==> config.mk <==
export PLATFORM = sky130hd
export DESIGN_NAME = wheel_pwm_command_sequencer_flat
export DESIGN_NICKNAME = d
export VERILOG_FILES = /design/src/rtl/wpcs_pkg.sv /design/src/rtl/wpcs_req_if.sv /design/src/rtl/wpcs_rsp_if.sv /design/src/rtl/wheel_pwm_command_sequencer.sv /design/src/flat_wrapper.sv
export SDC_FILE = /design/constraint.sdc
export NUM_CORES = 2
export LEC_CHECK = 0
export ABC_AREA = 0
export BUFFER_PORTS_ARGS = -buffer_cell sky130_fd_sc_hd__buf_2
export CORE_MARGIN = 2
export CORE_UTILIZATION = 45
export CTS_CLUSTER_SIZE = 24
export DETAILED_ROUTE_END_ITERATION = 7
export MAX_ROUTING_LAYER = met4
export PLACE_DENSITY = 0.58
export SETUP_SLACK_MARGIN = 0.3
export SLEW_MARGIN = 20
export SYNTH_ARGS = -nofsm -noshare
export SYNTH_HDL_FRONTEND = slang
export SYNTH_SLANG_ARGS = --single-unit
==> constraint.sdc <==
create_clock -name clock -period 13.56 [get_ports clock]
set_input_delay 1.356 -clock clock [delete_from_list [all_inputs] [get_ports clock]]
set_output_delay 1.356 -clock clock [all_outputs]
set_load 0.005 [all_outputs]
==> src/rtl/wpcs_pkg.sv <==
`timescale 1ns / 1ps

package wpcs_pkg;

   // Input command codes
   typedef enum logic [1:0] {
      CMD_WHEEL   = 2'd0,
      CMD_TICK    = 2'd1,
      CMD_BRAKE   = 2'd2,
      CMD_RELEASE = 2'd3
   } cmd_type;

   // Configuration register indexes
   typedef logic [2:0] csr_index_type;
   localparam csr_index_type CSR_FRONT_LEFT_SETUP  = 3'd0;
   localparam csr_index_type CSR_FRONT_RIGHT_SETUP = 3'd1;
   localparam csr_index_type CSR_REAR_LEFT_SETUP   = 3'd2;
   localparam csr_index_type CSR_REAR_RIGHT_SETUP  = 3'd3;
   localparam csr_index_type CSR_WATCHDOG_ENABLE   = 3'd4;
   localparam csr_index_type CSR_WATCHDOG_TIMEOUT  = 3'd5;

   localparam int SETUP_W   = 36;
   localparam int NUM_WHEEL = 4;

   // Setup word fields
   localparam int MOTOR_LSB  = 0;
   localparam int INVERT_BIT = 3;
   localparam int DB_LSB     = 4;
   localparam int TRIM_LSB   = 20;

   localparam logic [15:0] TRIM_UNITY      = 16'h4000;
   localparam logic [15:0] TIMEOUT_DEFAULT = 16'd500;
   localparam logic [15:0] IDLE_MAX        = 16'hFFFF;

   // Duty arithmetic, in units of 2^-43
   localparam logic [16:0] MAG_MIN      = 17'd164;
   localparam logic [43:0] DUTY_ONE     = 44'h800_0000_0000;
   localparam logic [43:0] DUTY_LOW_MAX = 44'd87960930222;

   // Microcode addresses
   typedef enum logic [3:0] {
      UA_IDLE   = 4'd0,
      UA_A_PWM  = 4'd1,
      UA_A_IN1  = 4'd2,
      UA_A_IN2  = 4'd3,
      UA_W_LOAD = 4'd4,
      UA_W_MUL  = 4'd5,
      UA_W_SUM  = 4'd6,
      UA_W_CNT  = 4'd7,
      UA_D_IN1  = 4'd8,
      UA_D_IN2  = 4'd9,
      UA_D_PWM  = 4'd10,
      UA_W_NEXT = 4'd11,
      UA_O_PWM  = 4'd12,
      UA_O_IN1  = 4'd13,
      UA_O_IN2  = 4'd14
   } uaddr_type;

   typedef enum logic [1:0] {
      CH_PWM = 2'd0,
      CH_IN1 = 2'd1,
      CH_IN2 = 2'd2
   } chsel_type;

   typedef enum logic [1:0] {
      WR_OFF     = 2'd0,
      WR_DIR_IN1 = 2'd1,
      WR_DIR_IN2 = 2'd2,
      WR_PWM     = 2'd3
   } wrsel_type;

   typedef enum logic [1:0] {
      LAST_NONE  = 2'd0,
      LAST_MOTOR = 2'd1,
      LAST_WHEEL = 2'd2
   } lastsel_type;

   typedef enum logic [2:0] {
      DP_NONE = 3'd0,
      DP_LOAD = 3'd1,
      DP_MUL  = 3'd2,
      DP_SUM  = 3'd3,
      DP_CNT  = 3'd4
   } dpop_type;

   typedef enum logic [2:0] {
      JC_NONE        = 3'd0,
      JC_UNMAPPED    = 3'd1,
      JC_LOW_DUTY    = 3'd2,
      JC_MORE_MOTORS = 3'd3,
      JC_MORE_WHEELS = 3'd4
   } cond_type;

   typedef struct packed {
      logic        emit;
      chsel_type   ch;
      wrsel_type   wr;
      lastsel_type lst;
      dpop_type    op;
      cond_type    cond;
      logic        adv_motor;
      logic        adv_wheel;
      uaddr_type   tgt_t;
      uaddr_type   tgt_f;
   } uword_type;

   // Build one control word
   function automatic uword_type uw(logic emit, chsel_type ch, wrsel_type wr,
                                    lastsel_type lst, dpop_type op, cond_type cond,
                                    logic adv_motor, logic adv_wheel,
                                    uaddr_type tgt_t, uaddr_type tgt_f);
      uword_type w;
      w.emit      = emit;
      w.ch        = ch;
      w.wr        = wr;
      w.lst       = lst;
      w.op        = op;
      w.cond      = cond;
      w.adv_motor = adv_motor;
      w.adv_wheel = adv_wheel;
      w.tgt_t     = tgt_t;
      w.tgt_f     = tgt_f;
      return w;
   endfunction

   // Control store: all-motors-off loop, then the per-wheel program
   function automatic uword_type ucode_rom(uaddr_type a);
      uword_type w;
      case (a)
         UA_A_PWM:  w = uw(1'b1, CH_PWM, WR_OFF, LAST_NONE, DP_NONE, JC_NONE,
                           1'b0, 1'b0, UA_IDLE, UA_A_IN1);
         UA_A_IN1:  w = uw(1'b1, CH_IN1, WR_OFF, LAST_NONE, DP_NONE, JC_NONE,
                           1'b0, 1'b0, UA_IDLE, UA_A_IN2);
         UA_A_IN2:  w = uw(1'b1, CH_IN2, WR_OFF, LAST_MOTOR, DP_NONE, JC_MORE_MOTORS,
                           1'b1, 1'b0, UA_A_PWM, UA_IDLE);
         UA_W_LOAD: w = uw(1'b0, CH_PWM, WR_OFF, LAST_NONE, DP_LOAD, JC_UNMAPPED,
                           1'b0, 1'b0, UA_W_NEXT, UA_W_MUL);
         UA_W_MUL:  w = uw(1'b0, CH_PWM, WR_OFF, LAST_NONE, DP_MUL, JC_NONE,
                           1'b0, 1'b0, UA_IDLE, UA_W_SUM);
         UA_W_SUM:  w = uw(1'b0, CH_PWM, WR_OFF, LAST_NONE, DP_SUM, JC_NONE,
                           1'b0, 1'b0, UA_IDLE, UA_W_CNT);
         UA_W_CNT:  w = uw(1'b0, CH_PWM, WR_OFF, LAST_NONE, DP_CNT, JC_LOW_DUTY,
                           1'b0, 1'b0, UA_O_PWM, UA_D_IN1);
         UA_D_IN1:  w = uw(1'b1, CH_IN1, WR_DIR_IN1, LAST_NONE, DP_NONE, JC_NONE,
                           1'b0, 1'b0, UA_IDLE, UA_D_IN2);
         UA_D_IN2:  w = uw(1'b1, CH_IN2, WR_DIR_IN2, LAST_NONE, DP_NONE, JC_NONE,
                           1'b0, 1'b0, UA_IDLE, UA_D_PWM);
         UA_D_PWM:  w = uw(1'b1, CH_PWM, WR_PWM, LAST_WHEEL, DP_NONE, JC_NONE,
                           1'b0, 1'b0, UA_IDLE, UA_W_NEXT);
         UA_W_NEXT: w = uw(1'b0, CH_PWM, WR_OFF, LAST_NONE, DP_NONE, JC_MORE_WHEELS,
                           1'b0, 1'b1, UA_W_LOAD, UA_IDLE);
         UA_O_PWM:  w = uw(1'b1, CH_PWM, WR_OFF, LAST_NONE, DP_NONE, JC_NONE,
                           1'b0, 1'b0, UA_IDLE, UA_O_IN1);
         UA_O_IN1:  w = uw(1'b1, CH_IN1, WR_OFF, LAST_NONE, DP_NONE, JC_NONE,
                           1'b0, 1'b0, UA_IDLE, UA_O_IN2);
         UA_O_IN2:  w = uw(1'b1, CH_IN2, WR_OFF, LAST_WHEEL, DP_NONE, JC_NONE,
                           1'b0, 1'b0, UA_IDLE, UA_W_NEXT);
         default:   w = uw(1'b0, CH_PWM, WR_OFF, LAST_NONE, DP_NONE, JC_NONE,
                           1'b0, 1'b0, UA_IDLE, UA_IDLE);
      endcase
      return w;
   endfunction

   // Motor channel map; motor index is motor number minus one
   function automatic logic [3:0] motor_channel(logic [1:0] m, chsel_type ch);
      logic [3:0] c;
      case (ch)
         CH_PWM: begin
            case (m)
               2'd0:    c = 4'd8;
               2'd1:    c = 4'd13;
               2'd2:    c = 4'd2;
               default: c = 4'd7;
            endcase
         end
         CH_IN1: begin
            case (m)
               2'd0:    c = 4'd10;
               2'd1:    c = 4'd11;
               2'd2:    c = 4'd4;
               default: c = 4'd5;
            endcase
         end
         default: begin
            case (m)
               2'd0:    c = 4'd9;
               2'd1:    c = 4'd12;
               2'd2:    c = 4'd3;
               default: c = 4'd6;
            endcase
         end
      endcase
      return c;
   endfunction

endpackage

==> src/rtl/wpcs_req_if.sv <==
`timescale 1ns / 1ps

interface wpcs_req_if;
   logic                valid;
   logic                ready;
   wpcs_pkg::cmd_type   cmd;
   logic signed [15:0]  front_left_speed;
   logic signed [15:0]  front_right_speed;
   logic signed [15:0]  rear_left_speed;
   logic signed [15:0]  rear_right_speed;

   modport source (
      output valid, cmd, front_left_speed, front_right_speed,
             rear_left_speed, rear_right_speed,
      input  ready
   );
   modport sink (
      input  valid, cmd, front_left_speed, front_right_speed,
             rear_left_speed, rear_right_speed,
      output ready
   );
endinterface

==> src/rtl/wpcs_rsp_if.sv <==
`timescale 1ns / 1ps

interface wpcs_rsp_if;
   logic        valid;
   logic        ready;
   logic [3:0]  channel;
   logic        full_on;
   logic        full_off;
   logic [11:0] off_point;
   logic        last;

   modport source (
      output valid, channel, full_on, full_off, off_point, last,
      input  ready
   );
   modport sink (
      input  valid, channel, full_on, full_off, off_point, last,
      output ready
   );
endinterface

==> src/rtl/wheel_pwm_command_sequencer.sv <==
`timescale 1ns / 1ps
// A brake or a tripping tick starts the all-motors-off loop, 12 write steps; a wheel command
// runs 8 steps per mapped wheel (load, multiply, sum, count, three writes, next) and 2 per
// unmapped one (load, next), so its first write waits on those steps. Other and ignored
// commands run no steps. A new command beat is taken only once the program is idle again.
// Writes leave through the output register; output stalls hold the sequencer in place.
// Reset (synchronous): register defaults restored, latches and counters cleared, idle.
module wheel_pwm_command_sequencer (
   input  logic                      clock,
   input  logic                      reset,
   wpcs_req_if.sink                  req,
   wpcs_rsp_if.source                rsp,
   input  logic                      csr_we,
   input  wpcs_pkg::csr_index_type   csr_index,
   input  logic [35:0]               csr_wdata
);

   // Configuration registers
   logic [35:0] setup_ff [wpcs_pkg::NUM_WHEEL];
   logic        wd_enable_ff;
   logic [15:0] wd_timeout_ff;

   // Command state
   logic        stop_ff, stop_in;
   logic        fired_ff, fired_in;
   logic [15:0] idle_ff, idle_in;

   // Sequencer
   wpcs_pkg::uaddr_type pc_ff, pc_in, entry;
   wpcs_pkg::uword_type cw;
   logic [1:0]  mot_ff, mot_in;
   logic [1:0]  wheel_ff, wheel_in;
   logic        req_fire, step_go, out_free, cond_hit, start_off, start_wheel;

   // Datapath
   logic [15:0]        speed_ff [wpcs_pkg::NUM_WHEEL];
   logic               fwd_ff;
   logic               small_ff;
   logic [15:0]        db_ff;
   logic [32:0]        p1_ff;
   logic signed [51:0] p2_ff;
   logic [43:0]        duty_ff;
   logic [11:0]        cnt_ff;
   logic               full_ff;

   logic [35:0]        cur_setup;
   logic [15:0]        cur_speed;
   logic [16:0]        mag;
   logic signed [17:0] db_rest;
   logic signed [52:0] sum;
   logic [55:0]        scaled;
   logic [3:0]         mapped;
   logic               wheels_above;
   logic               low_duty;

   // Output register
   logic        rsp_valid_ff;
   logic [3:0]  rsp_channel_ff;
   logic        rsp_full_on_ff;
   logic        rsp_full_off_ff;
   logic [11:0] rsp_off_point_ff;
   logic        rsp_last_ff;
   logic        wr_on, wr_off, wr_last;
   logic [11:0] wr_cnt;

   // Configuration writes
   always_ff @(posedge clock) begin
      if (reset) begin
         for (int i = 0; i < wpcs_pkg::NUM_WHEEL; i++) begin
            setup_ff[i] <= {wpcs_pkg::TRIM_UNITY, 16'd0, 1'b0, 3'(i + 1)};
         end
         wd_enable_ff  <= 1'b1;
         wd_timeout_ff <= wpcs_pkg::TIMEOUT_DEFAULT;
      end else if (csr_we) begin
         case (csr_index)
            wpcs_pkg::CSR_FRONT_LEFT_SETUP:  setup_ff[0] <= csr_wdata;
            wpcs_pkg::CSR_FRONT_RIGHT_SETUP: setup_ff[1] <= csr_wdata;
            wpcs_pkg::CSR_REAR_LEFT_SETUP:   setup_ff[2] <= csr_wdata;
            wpcs_pkg::CSR_REAR_RIGHT_SETUP:  setup_ff[3] <= csr_wdata;
            wpcs_pkg::CSR_WATCHDOG_ENABLE:   wd_enable_ff <= csr_wdata[0];
            wpcs_pkg::CSR_WATCHDOG_TIMEOUT:  wd_timeout_ff <= csr_wdata[15:0];
            default: ;
         endcase
      end
   end

   assign req.ready = (pc_ff == wpcs_pkg::UA_IDLE);
   assign req_fire  = req.valid && req.ready;

   // Decode the accepted command: update latches, pick the program entry
   always_comb begin
      logic [15:0] idle_inc;
      idle_inc    = (idle_ff == wpcs_pkg::IDLE_MAX) ? idle_ff : idle_ff + 16'd1;
      stop_in     = stop_ff;
      fired_in    = fired_ff;
      idle_in     = idle_ff;
      entry       = wpcs_pkg::UA_IDLE;
      start_off   = 1'b0;
      start_wheel = 1'b0;
      if (req_fire) begin
         case (req.cmd)
            wpcs_pkg::CMD_WHEEL: begin
               if (!stop_ff) begin
                  idle_in     = 16'd0;
                  fired_in    = 1'b0;
                  entry       = wpcs_pkg::UA_W_LOAD;
                  start_wheel = 1'b1;
               end
            end
            wpcs_pkg::CMD_TICK: begin
               idle_in = idle_inc;
               if (wd_enable_ff && !stop_ff && !fired_ff && idle_inc > wd_timeout_ff) begin
                  fired_in  = 1'b1;
                  entry     = wpcs_pkg::UA_A_PWM;
                  start_off = 1'b1;
               end
            end
            wpcs_pkg::CMD_BRAKE: begin
               stop_in   = 1'b1;
               entry     = wpcs_pkg::UA_A_PWM;
               start_off = 1'b1;
            end
            default: begin
               stop_in  = 1'b0;
               fired_in = 1'b0;
               idle_in  = 16'd0;
            end
         endcase
      end
   end

   // Control word and step conditions
   always_comb begin
      cw        = wpcs_pkg::ucode_rom(pc_ff);
      out_free  = !rsp_valid_ff || rsp.ready;
      step_go   = !cw.emit || out_free;
      for (int i = 0; i < wpcs_pkg::NUM_WHEEL; i++) begin
         mapped[i] = setup_ff[i][2:0] inside {[3'd1:3'd4]};
      end
      wheels_above = 1'b0;
      for (int i = 0; i < wpcs_pkg::NUM_WHEEL; i++) begin
         if (mapped[i] && (2'(i) > wheel_ff)) wheels_above = 1'b1;
      end
      low_duty = (duty_ff <= wpcs_pkg::DUTY_LOW_MAX);
      case (cw.cond)
         wpcs_pkg::JC_UNMAPPED:    cond_hit = !mapped[wheel_ff];
         wpcs_pkg::JC_LOW_DUTY:    cond_hit = low_duty;
         wpcs_pkg::JC_MORE_MOTORS: cond_hit = (mot_ff != 2'd3);
         wpcs_pkg::JC_MORE_WHEELS: cond_hit = (wheel_ff != 2'd3);
         default:                  cond_hit = 1'b0;
      endcase
   end

   // Next step address
   always_comb begin
      pc_in = pc_ff;
      if (pc_ff == wpcs_pkg::UA_IDLE) begin
         pc_in = entry;
      end else if (step_go) begin
         pc_in = cond_hit ? cw.tgt_t : cw.tgt_f;
      end
   end

   // Motor and wheel counters
   always_comb begin
      mot_in   = mot_ff;
      wheel_in = wheel_ff;
      if (start_off) mot_in = 2'd0;
      if (start_wheel) wheel_in = 2'd0;
      if (step_go && cw.op == wpcs_pkg::DP_LOAD) begin
         mot_in = 2'(cur_setup[2:0] - 3'd1);
      end
      if (step_go && cw.adv_motor) mot_in = mot_ff + 2'd1;
      if (step_go && cw.adv_wheel) wheel_in = wheel_ff + 2'd1;
   end

   always_ff @(posedge clock) begin
      if (reset) begin
         pc_ff    <= wpcs_pkg::UA_IDLE;
         stop_ff  <= 1'b0;
         fired_ff <= 1'b0;
         idle_ff  <= 16'd0;
         mot_ff   <= 2'd0;
         wheel_ff <= 2'd0;
      end else begin
         pc_ff    <= pc_in;
         stop_ff  <= stop_in;
         fired_ff <= fired_in;
         idle_ff  <= idle_in;
         mot_ff   <= mot_in;
         wheel_ff <= wheel_in;
      end
   end

   // Datapath operands
   always_comb begin
      cur_setup = setup_ff[wheel_ff];
      cur_speed = speed_ff[wheel_ff];
      mag       = cur_speed[15] ? 17'h10000 - {1'b0, cur_speed} : {1'b0, cur_speed};
      db_rest   = 18'sd32768 - $signed({2'b00, db_ff});
      sum       = $signed({9'd0, db_ff, 28'd0}) + 53'(p2_ff);
      scaled    = {duty_ff, 12'd0} - {12'd0, duty_ff};
   end

   // Duty datapath: magnitude and trim, dead-band scale, offset and clamp, count
   always_ff @(posedge clock) begin
      if (start_wheel) begin
         speed_ff[0] <= req.front_left_speed;
         speed_ff[1] <= req.front_right_speed;
         speed_ff[2] <= req.rear_left_speed;
         speed_ff[3] <= req.rear_right_speed;
      end
      case (cw.op)
         wpcs_pkg::DP_LOAD: begin
            fwd_ff   <= !cur_speed[15] ^ cur_setup[wpcs_pkg::INVERT_BIT];
            small_ff <= (mag < wpcs_pkg::MAG_MIN);
            db_ff    <= cur_setup[wpcs_pkg::DB_LSB +: 16];
            p1_ff    <= 33'(mag) * 33'(cur_setup[wpcs_pkg::TRIM_LSB +: 16]);
         end
         wpcs_pkg::DP_MUL: begin
            p2_ff <= 52'(db_rest) * 52'($signed({1'b0, p1_ff}));
         end
         wpcs_pkg::DP_SUM: begin
            if (small_ff || sum < 0) begin
               duty_ff <= 44'd0;
            end else if (sum > $signed({9'd0, wpcs_pkg::DUTY_ONE})) begin
               duty_ff <= wpcs_pkg::DUTY_ONE;
            end else begin
               duty_ff <= sum[43:0];
            end
         end
         wpcs_pkg::DP_CNT: begin
            cnt_ff  <= scaled[54:43];
            full_ff <= (duty_ff == wpcs_pkg::DUTY_ONE);
         end
         default: ;
      endcase
   end

   // Channel write fields for the current step
   always_comb begin
      wr_on  = 1'b0;
      wr_off = 1'b0;
      wr_cnt = 12'd0;
      case (cw.wr)
         wpcs_pkg::WR_DIR_IN1: begin
            wr_on  = fwd_ff;
            wr_off = !fwd_ff;
         end
         wpcs_pkg::WR_DIR_IN2: begin
            wr_on  = !fwd_ff;
            wr_off = fwd_ff;
         end
         wpcs_pkg::WR_PWM: begin
            wr_on  = full_ff;
            wr_cnt = full_ff ? 12'd0 : cnt_ff;
         end
         default: wr_off = 1'b1;
      endcase
      case (cw.lst)
         wpcs_pkg::LAST_MOTOR: wr_last = (mot_ff == 2'd3);
         wpcs_pkg::LAST_WHEEL: wr_last = !wheels_above;
         default:              wr_last = 1'b0;
      endcase
   end

   // Hold a write beat until taken
   always_ff @(posedge clock) begin
      if (reset) begin
         rsp_valid_ff <= 1'b0;
      end else if (cw.emit && out_free) begin
         rsp_valid_ff <= 1'b1;
      end else if (rsp.ready) begin
         rsp_valid_ff <= 1'b0;
      end
   end

   always_ff @(posedge clock) begin
      if (cw.emit && out_free) begin
         rsp_channel_ff   <= wpcs_pkg::motor_channel(mot_ff, cw.ch);
         rsp_full_on_ff   <= wr_on;
         rsp_full_off_ff  <= wr_off;
         rsp_off_point_ff <= wr_cnt;
         rsp_last_ff      <= wr_last;
      end
   end

   assign rsp.valid     = rsp_valid_ff;
   assign rsp.channel   = rsp_channel_ff;
   assign rsp.full_on   = rsp_full_on_ff;
   assign rsp.full_off  = rsp_full_off_ff;
   assign rsp.off_point = rsp_off_point_ff;
   assign rsp.last      = rsp_last_ff;

endmodule
==> src/flat_wrapper.sv <==
// flat-port wrapper written by rule: the top's interface ports become plain ports
module wheel_pwm_command_sequencer_flat 
  (clock, reset, csr_we, csr_index, csr_wdata, req_valid, req_cmd, req_front_left_speed, req_front_right_speed, req_rear_left_speed, req_rear_right_speed, req_ready, rsp_valid, rsp_channel, rsp_full_on, rsp_full_off, rsp_off_point, rsp_last, rsp_ready);
  wpcs_req_if req_i ();
  wpcs_rsp_if rsp_i ();
  input  logic clock;
  input  logic reset;
  input  logic csr_we;
  input  wpcs_pkg::csr_index_type csr_index;
  input  logic [35:0] csr_wdata;
  input wire logic [$bits(req_i.valid)-1:0] req_valid;
  input wire logic [$bits(req_i.cmd)-1:0] req_cmd;
  input wire logic [$bits(req_i.front_left_speed)-1:0] req_front_left_speed;
  input wire logic [$bits(req_i.front_right_speed)-1:0] req_front_right_speed;
  input wire logic [$bits(req_i.rear_left_speed)-1:0] req_rear_left_speed;
  input wire logic [$bits(req_i.rear_right_speed)-1:0] req_rear_right_speed;
  output wire logic [$bits(req_i.ready)-1:0] req_ready;
  output wire logic [$bits(rsp_i.valid)-1:0] rsp_valid;
  output wire logic [$bits(rsp_i.channel)-1:0] rsp_channel;
  output wire logic [$bits(rsp_i.full_on)-1:0] rsp_full_on;
  output wire logic [$bits(rsp_i.full_off)-1:0] rsp_full_off;
  output wire logic [$bits(rsp_i.off_point)-1:0] rsp_off_point;
  output wire logic [$bits(rsp_i.last)-1:0] rsp_last;
  input wire logic [$bits(rsp_i.ready)-1:0] rsp_ready;
  assign req_i.valid = req_valid;
  assign req_i.cmd = req_cmd;
  assign req_i.front_left_speed = req_front_left_speed;
  assign req_i.front_right_speed = req_front_right_speed;
  assign req_i.rear_left_speed = req_rear_left_speed;
  assign req_i.rear_right_speed = req_rear_right_speed;
  assign req_ready = req_i.ready;
  assign rsp_valid = rsp_i.valid;
  assign rsp_channel = rsp_i.channel;
  assign rsp_full_on = rsp_i.full_on;
  assign rsp_full_off = rsp_i.full_off;
  assign rsp_off_point = rsp_i.off_point;
  assign rsp_last = rsp_i.last;
  assign rsp_i.ready = rsp_ready;
  wheel_pwm_command_sequencer u_core (.clock(clock), .reset(reset), .req(req_i), .rsp(rsp_i), .csr_we(csr_we), .csr_index(csr_index), .csr_wdata(csr_wdata));
endmodule
==> run metrics <==
initial antenna violation count=6; FP Rows=119; CTS-repair resized insts=0; Final Wtd Congestion=0.899; Final setup violation count=0; CTS Root Cell=clkbuf_16; adder-cell share of the synthesized area=37.2%; largest net degree at the start of global routing=65; Slew HR=26.9%; post-CTS setup buffer count=0; Final nets=5978; Die Area=0.109 mm^2; Synth area leaders=fa_1, edfxtp_1, ha_1, inv_1, and2_1; Mapped Avg Cell Area=10.1 um^2; period utilization=69.7%; CTS tree=built; CTS Sinks=452; number of enable flip-flop cells after synthesis=386; Via-to-Cell Ratio=5.21; post-route minimum period=9.45 ns; largest family of logic cells by synthesized area=adder cells; CP Max Fanout=19; port bufs=130; fin cells=6281; Critical Path Start Type=register; clk_lat worst skew=0.64 ns; area grow syn2layout=8.58%; die width=331 um; layout cells sized above 1=8.08%; register area share after synthesis=26.9%; grt met3 use=3.15%; dominant cell type by area after synthesis=fa_1; mux cell area share after synthesis=2.74%; Setup Skew=0.0702 ns; Compound-Gate Fraction of Synth Area=6.25%; Die Y=331 um; routed via count=32700; vias in the first global route=34500; met1 Usage GRT=31.6%; DRT antenna net count=0; Sum Neg Setup Slack=0 ns; Mapped Cells=4763; H-tree depth=2; Hold-fix buffers, CTS=0; Yosys reg bits=452; post-synthesis xor/xnor area fraction=2.63%; DRT Pass-1 Iters=7; fmax=106 MHz; RSZ-0062 raised after global routing=no; total wire length=122000 um; Worst Setup Path Type=register to register; HP Class=register to register; first-pass GRT wire length=195000 um; Iteration-0 DRC Markers=1945; top cell type's share of synthesized area=28.1%; CTS buffer count=50; dpl cells=6184; hpwl dp=91800 um; Yosys cell types=89; # DRC=0; worst endpoint data arrival time=9.82 ns; total gr overflow=0; final hold viol count=0; worst-margin pin slew=1.09 ns; GRT Max-Usage Layer=met2; Slew Limit Fails=0; yosys warns=0; FFs w/ async S/R, synth=0%; Synth Cell Area=0.0480 mm^2; Floorplan Core Area=0.106 mm^2; worst path required time=13.93 ns; final core occ=49.4%; Max Cap Viol=0; CTS max path bufs=3; status=finished, final reports clean; Critical Path End Type=register; grt met2 use=38.7%; I/O pins=131; Synth Area in Simple Gates=16.0%; wire per inst=19.4 um; Total Routing Usage GR=23.8%; Starting Density=45.5%; CTS clk-pin slew, worst paths=0.06 ns; main flop type after synthesis=edfxtp_1
## path summary, 6_finish.rpt
check,from,to,slack (ns),depth (start not counted)
min reg2reg,u_core.wd_timeout_ff[3],u_core.wd_timeout_ff[3],0.46,2
min,u_core.wd_timeout_ff[3],u_core.wd_timeout_ff[3],0.46,2
max,register,u_core.p1_ff[31],4.11,27
max reg2reg,register,u_core.p1_ff[31],4.11,27
## sequential cells by signal, indices dropped and copies added (netlist names), 4 cells and up, named ones only
| signal | count |
|---|---|
| u_core.wd_timeout_ff | 16 |
| u_core.p1_ff | 33 |
| u_core.rsp.off_point | 12 |
| u_core.duty_ff | 44 |
| u_core.setup_ff | 144 |
| u_core.cnt_ff | 12 |
| u_core.speed_ff | 64 |
| u_core.cw | 20 |
| u_core.pc_ff | 4 |
| u_core.idle_ff | 16 |
| u_core.p2_ff | 51 |
| u_core.db_ff | 16 |
| u_core.rsp.channel | 4 |
## layout make-up
type	instances	area, um^2
Tap cell	1391	1740
Inverter	890	3340
Timing Repair Buffer	190	1100
Sequential cell	452	12900
Clock inverter	30	285
Fill cell	9801	53400
Multi-Input combinational cell	3261	31400
Clock buffer	64	1380
Antenna cell	3	7.51
## stage by stage
stage / hold WS [ns] / worst slack (ns) / cell area (um^2)
3_5_place_dp: 0.449 / 4.10 / 50500
6_report: 0.457 / 4.11 / 52200
4_1_cts: 0.457 / 4.06 / 52100
3_3_place_gp: 0.445 / 4.28 / 50500
5_1_grt: 0.478 / 3.45 / 52200
2_1_floorplan: 0.436 / 4.96 / 48100
## cell usage after synthesis (44+ instances only)
cell / n
nand2b_1: 45
xnor2_1: 86
edfxtp_1: 386
dfxtp_1: 66
inv_1: 889
nor3_1: 44
nor2_1: 198
nand2_1: 591
a21o_1: 68
o21ai_0: 72
nor2b_1: 48
clkbuf_1: 161
a21oi_1: 126
fa_1: 673
ha_1: 350
xor2_1: 58
and2_1: 424
## logic make-up after synthesis
logic type               Yosys count
AO/OA/AOI/OAI                    459
XOR/XNOR                         144
adder cells (fa/ha/maj)         1023
buffers and inverters           1064
flip-flops                       452
multiplexers                      76
other                              2
AND/OR/NAND/NOR                 1543
## per-layer routing
metal  share of wire, %  vias to the layer above
met5                  0                        -
met4                2.7                        0
met2                 48                      797
met1                 44                    16500
met3                5.3                      183
li1                   -                    15300
## critical path, cell delays in order, from the launching register on
cell       delay, ns
dfxtp_4         0.57
mux2_2          0.22
o21a_1          0.47
inv_1           0.37
ha_1            0.36
a21oi_1         0.25
xor2_1          0.88
nand2_1         0.19
fa_1            0.58
inv_1           0.05
fa_1            0.47
fa_1            0.58
fa_1            0.44
fa_1            0.54
inv_1           0.06
fa_1            0.53
inv_1           0.04
ha_1            0.36
a21o_1          0.18
a21oi_1         0.17
o21ai_0         0.17
a41oi_1         0.22
o21a_1          0.24
o221ai_1        0.18
o41ai_1         0.55
o2111ai_1       0.21
a21oi_1         0.20
xnor2_1         0.08
## cell usage in the layout, fill, tap and decap left out, types with 43 or more instances in the layout
cell type	n
a21o_1	68
a21oi_1	126
and2_1	424
buf_2	130
buf_4	60
clkbuf_16	51
dfxtp_1	64
edfxtp_1	386
fa_1	673
ha_1	350
inv_1	888
mux4_2	43
nand2_1	590
nand2b_1	45
nor2_1	197
nor2b_1	48
nor3_1	43
o21ai_0	69
xnor2_1	75
xor2_1	52
Power is not shown: default switching activity piles up to over one toggle a cycle in this logic, so the estimate is an artifact.
